===== config.mk =====
export PLATFORM = sky130hd
export DESIGN_NAME = mme_mac
export DESIGN_NICKNAME = d
export VERILOG_FILES = /design/src/rtl/mme_pkg.sv /design/src/rtl/mme_mac.sv
export SDC_FILE = /design/constraint.sdc
export NUM_CORES = 2
export LEC_CHECK = 0
export BUFFER_PORTS_ARGS = -buffer_cell sky130_fd_sc_hd__buf_2
export CORE_ASPECT_RATIO = 0.8
export CORE_MARGIN = 1.5
export CORE_UTILIZATION = 55
export CTS_CLUSTER_DIAMETER = 50
export DETAILED_ROUTE_END_ITERATION = 10
export GPL_TIMING_DRIVEN = 0
export PLACE_DENSITY = 0.82
export SLEW_MARGIN = 0
export SYNTH_ARGS = -nofsm -noshare
export SYNTH_HDL_FRONTEND = slang
export SYNTH_SLANG_ARGS = --single-unit

===== constraint.sdc =====
create_clock -name clk -period 5.53 [get_ports clk]
set_input_delay 0.553 -clock clk [delete_from_list [all_inputs] [get_ports clk]]
set_output_delay 0.553 -clock clk [all_outputs]
set_load 0.02 [all_outputs]

===== src/rtl/mme_pkg.sv =====
// ----------------------------------------------------------------------------
// mme_pkg
// Shared types and codes for the matrix multiply engine.
// ----------------------------------------------------------------------------
package mme_pkg;

	localparam logic [3:0] MAX_DIM     = 4'd8;
	localparam int         STORE_DEPTH = 64;
	localparam int         ADDR_W      = $clog2(STORE_DEPTH);

	localparam logic [1:0] OP_LOAD_A = 2'd0;
	localparam logic [1:0] OP_LOAD_B = 2'd1;
	localparam logic [1:0] OP_MUL    = 2'd2;

	localparam logic [1:0] STATUS_OK       = 2'd0;
	localparam logic [1:0] STATUS_RANGE    = 2'd1;
	localparam logic [1:0] STATUS_MISMATCH = 2'd2;
	localparam logic [1:0] STATUS_EMPTY    = 2'd3;

	localparam logic [1:0] REG_A_ROWS = 2'd0;
	localparam logic [1:0] REG_A_COLS = 2'd1;
	localparam logic [1:0] REG_B_ROWS = 2'd2;
	localparam logic [1:0] REG_B_COLS = 2'd3;

	typedef enum logic [1:0] {
		ST_IDLE,
		ST_MAC,
		ST_DRAIN
	} state_t;

	// control from the sequencer to the multiply-accumulate unit
	typedef struct packed {
		logic valid;
		logic clear;
	} mac_ctl_t;

endpackage


===== src/rtl/mme_mac.sv =====
// ----------------------------------------------------------------------------
// mme_mac
// Two-stage signed multiply-accumulate: 32x32 product register, then a
// 64-bit accumulator that saturates after every addition.
// ----------------------------------------------------------------------------
module mme_mac
	import mme_pkg::*;
(
	input  logic               clk,
	input  logic               arst_n,
	input  mac_ctl_t           ctl,
	input  logic signed [31:0] a,
	input  logic signed [31:0] b,
	output logic signed [63:0] acc,
	output logic               busy
);

	logic signed [63:0] prod_s2;
	logic               valid_s2;
	logic signed [63:0] acc_q;
	logic signed [63:0] sum;
	logic               ovf;
	logic signed [63:0] acc_d;

	always_ff @(posedge clk or negedge arst_n) begin
		if (!arst_n) begin
			valid_s2 <= 1'b0;
		end else begin
			valid_s2 <= ctl.valid;
		end
	end

	always_ff @(posedge clk) begin
		if (ctl.valid) begin
			prod_s2 <= a * b;
		end
	end

	always_comb begin
		sum = acc_q + prod_s2;
		ovf = (acc_q[63] == prod_s2[63]) && (sum[63] != acc_q[63]);
		if (ovf) begin
			acc_d = prod_s2[63] ? {1'b1, 63'd0} : {1'b0, {63{1'b1}}};
		end else begin
			acc_d = sum;
		end
	end

	always_ff @(posedge clk) begin
		if (ctl.clear) begin
			acc_q <= '0;
		end else if (valid_s2) begin
			acc_q <= acc_d;
		end
	end

	assign acc  = acc_q;
	assign busy = valid_s2;

endmodule


Yosys cells after proc, flatten, opt, wreduce, memory -nomap -nowiden --
Index checks and enable logic that the tools add are counted.
Operators by class: add/sub/neg operators 1, multipliers 1, eq/ne operators 2, mux-type cells 2, reduce and logical (&&, ||, !) cells 1
Operator list (number):
- $mux 64 | 2
- $add 64x64->64 | 1
- $mul 32x32->64 | 1
- $eq 1x1->1 | 1
- $logic_and 1x1->1 | 1
- $ne 1x1->1 | 1
Storage, ports and cells: register bits 129

Longest topological paths before layout --
depth after elaboration 4, mapped depth 29

Least setup slack after synthesis --
No wires, ideal clock.
path kind input to register, start point input port a[31], end point register prod_s2[56] (data pin), arrival time 7.829 ns, required time 5.267 ns, setup slack -2.562 ns, cell stages on the path 28, buffers on the path 1, cell sequence clkbuf_1 -> nand2_1 -> inv_1 -> fa_1 -> inv_1 -> fa_1 -> inv_1 -> fa_1 -> fa_1 -> inv_1 -> fa_1 -> inv_1 -> fa_1 -> inv_1 -> fa_1 -> inv_1 -> fa_1 -> ha_1 -> and3_1 -> and2_1 -> a221oi_1 -> a21boi_0 -> o21ai_0 -> a211o_1 -> nand3b_1 -> a21o_1 -> a21oi_1 -> xnor2_1
Between the ends: longest elaborated chain between the ends 1
Ends and longest elaborated chain:
- start, declared | line mme_mac.sv:12 | input logic signed [31:0] a,
- $mul 32x32->64 | line mme_mac.sv:35 | prod_s2 <= a * b;
- end signal, assigned | line mme_mac.sv:35
- end, declared | line mme_mac.sv:18 | logic signed [63:0] prod_s2;
No other way between the ends. A chain may end at the register's enable or synchronous reset.

Final worst setup path --
start point input port b[3], end point register prod_s2[63] (data pin)
Between the ends: longest elaborated chain between the ends 1
Ends and longest elaborated chain:
- start, declared | line mme_mac.sv:13 | input logic signed [31:0] b,
- $mul 32x32->64 | line mme_mac.sv:35
No other way between the ends.

==> summary.txt <==
Max Buffers Root-to-Sink -> 2
Nets@finish -> 6,455
Initial DRC Count -> 3,584
Io pins -> 133
Net Count, Synth -> 6,164
#FFs+latches synth -> 129
Total clock sinks -> 129
Port bufs -> 132
CP Data Arrival Time -> 7.97 ns
Critical path's largest stage delay -> 0.65 ns
Worst-Skew Late Latency -> 0.44 ns
Skew final -> 0.00879 ns
Startpoint types -> input port
First-pass GRT wire length -> 223 mm
Sequential fraction of the synthesis area -> 7.29%
Netlist cell types -> 90
# DRC -> 0
Largest net degree at the start of global routing -> 66
Design area -> 0.0520 sq mm
First-pass DRT Iterations -> 6
WL/cell -> 24.6 microns
Fillers -> 5,978
Final setup vio count -> 51
Min Clock Period, post-route -> 7.72 ns
Crit. End Element -> flop
Critical Path Most Common Cell -> fa_1
Yosys warns -> 0
Status -> complete, but fails checks
WP buf/inv -> 4
Failing checks -> negative setup slack
Ys async rst share -> 0.775%
Most frequent cells in the layout -> fa_1, inv_1, nand2_1
Critical path's slowest cell -> fa_2
Drt via density -> 5.93
Commonest non-fill, non-tap cell in the layout -> fa_1
Synth Cell Area -> 0.0443 sq mm
DIE HEIGHT -> 257 microns
Slew Viols, Final -> 0
Met1 Usage GRT -> 48.4%
DP Area -> 0.0472 sq mm
Worst slew pin tran -> 0.872 ns
GR Layer Usage met2 -> 54.8%
GRT Util Overall -> 36.5%
Max-cap violation count -> 0
Std-Cell Rows -> 92
Hold crit path type -> in -> async
CTS buffer count -> 17
Fmax -> 129 MHz
CTS tree -> built
RePlAce Congestion -> 1.03
Clock-pin slew on the worst setup and hold paths -> 0.06 ns
Die area -> 0.0822 sq mm
Met3 Use GR -> 11.9%
Endpoints failing hold -> 0
Worst path cell trace -> buf_4, clkbuf_8, nand2_1, fa_1, fa_1, fa_2, fa_1, inv_1, fa_1, fa_1, fa_2, fa_2, ha_4, buf_6, a21oi_4, nor2_1, a211oi_2, nand3_1, a211o_1, a41oi_4, o31ai_4, a211oi_4, o31ai_1, xnor2_1
Setup WS post-layout -> -2.19 ns
Layout cells sized above 1 -> 16.8%
HPWL Detailed -> 122 mm
Root buffer cell -> clkbuf_16
Starting Density -> 55.9%
Number of antenna violations at the first check in global routing -> 12
Synth Flop Type -> edfxtp_1
Top delay family on crit path -> adder cells
Vias in the first global route -> 37,700
Die X -> 320 microns
RSZ-0062 raised after global routing -> true
Core area -> 0.0792 sq mm
Global route hottest layer -> met2
CP Class -> in -> reg
Syn Area/Cell -> 9.29 sq um
Area growth syn-to-layout -> 17.6%
EDFF count, synth -> 64
H-tree Lvls -> 4
Relative slew margins -> 41.9%
Syn Inst Count -> 4,765
Final worst-path cycle share -> 140%
Overflow after GRT -> 0
DRT antenna net count -> 0
Critical Path RT -> 5.77 ns
Routed wire length -> 150 mm
Vias -> 36,200
CP Max Fanout -> 10
-- synth_stat cells (all sizes together) (4+ instances only) --
cell	number	area share, %
a211o	6	0.12
a211oi	16	0.33
a21boi	9	0.15
a21o	66	1.1
a21oi	184	2.1
a221oi	6	0.13
a31o	5	0.099
a31oi	19	0.32
a41oi	4	0.11
and2	526	7.4
and3	25	0.36
buf	21	0.25
clkbuf	233	2.0
dfxtp	64	2.9
edfxtp	64	4.3
fa	1084	49
ha	247	7.0
inv	990	8.4
nand2	577	4.9
nand2b	16	0.23
nand3	33	0.37
nand4	27	0.38
nor2	149	1.3
nor2b	11	0.16
nor3	46	0.52
nor3b	5	0.096
nor4	5	0.085
o211ai	20	0.36
o21a	11	0.19
o21ai	90	1.0
o21bai	24	0.41
o31ai	8	0.17
or3	5	0.073
xnor2	78	1.5
xor2	46	0.91
-- flip-flops by register name, indices dropped and copies added (netlist names) --
signal and count:
acc 64, prod_s2 64, busy 1
-- cells by family (layout without fill, tap and decap cells) --
family | count (synthesis) | count (layout) | synth area share, %
AO/OA/AOI/OAI | 490 | 490 | 7.20
multiplexers | 3 | 3 | 0.0679
buffers and inverters | 1246 | 1550 | 10.8
flip-flops | 129 | 129 | 7.29
adder cells (fa/ha/maj) | 1331 | 1331 | 56.0
XOR/XNOR | 124 | 124 | 2.45
AND/OR/NAND/NOR | 1442 | 1442 | 16.2
other | 0 | 13 | 0
-- stage by stage --
| step | TNS [ns] | hold slack [ns] | setup slack (ns) | utilization, % | cells |
|---|---|---|---|---|---|
| 3_3_place_gp | -117.43 | 0.328 | -3.47 | 59.7 | 5931 |
| 3_5_place_dp | -120.59 | 0.330 | -3.52 | 59.7 | 5931 |
| 2_1_floorplan | -57.27 | 0.257 | -2.16 | - | 4765 |
| 5_1_grt | -82.43 | 0.412 | -2.34 | 65.7 | 6104 |
| 4_1_cts | -71.86 | 0.397 | -2.11 | 63.9 | 6037 |
| 6_report | -75.55 | 0.421 | -2.19 | 65.7 | 6116 |
-- layer usage --
metal / part of all wire, % / vias up / routed length [microns]
li1: - / 14900 / -
met1: 36 / 18400 / 54400
met2: 44 / 2368 / 66000
met3: 14 / 549 / 20900
met4: 5.9 / 4 / 8930
met5: 0.019 / - / 28
-- timing repair --
item / CTS / global route
setup buffers: 74 / 73
pin swaps: 83 / 140
hold buffers: 1 / 0
gates cloned: 1 / 3
setup endpoints to repair: 54 / 115
gates resized for setup: 511 / 282
hold endpoints to repair: 1 / 0
-- cell type report --
class	count	area [sq um]	area share, %
plain buffers	249	3270	6.29
well taps	1034	1290	2.49
inverters	991	3740	7.18
multi-input cells	3390	37700	72.5
clock inverters	12	179	0.344
diodes	13	32.5	0.0625
clock buffers	20	457	0.877
repair buffers	278	2130	4.10
flip-flops and latches	129	3230	6.20
-- worst paths after layout --
path,slack (ns),startpoint,depth (start not counted),to
max in group asynchronous,5.03,arst_n,2,busy
max,-2.19,b[3],24,prod_s2[63]
max reg2reg,0.17,prod_s2[6],19,acc[48]
min in group clk,0.50,acc[8],2,acc[8]
min,0.42,arst_n,2,busy
min reg2reg,0.50,acc[8],2,acc[8]
Power is not shown: default switching activity piles up to over one toggle a cycle in this logic, so the estimate is an artifact.
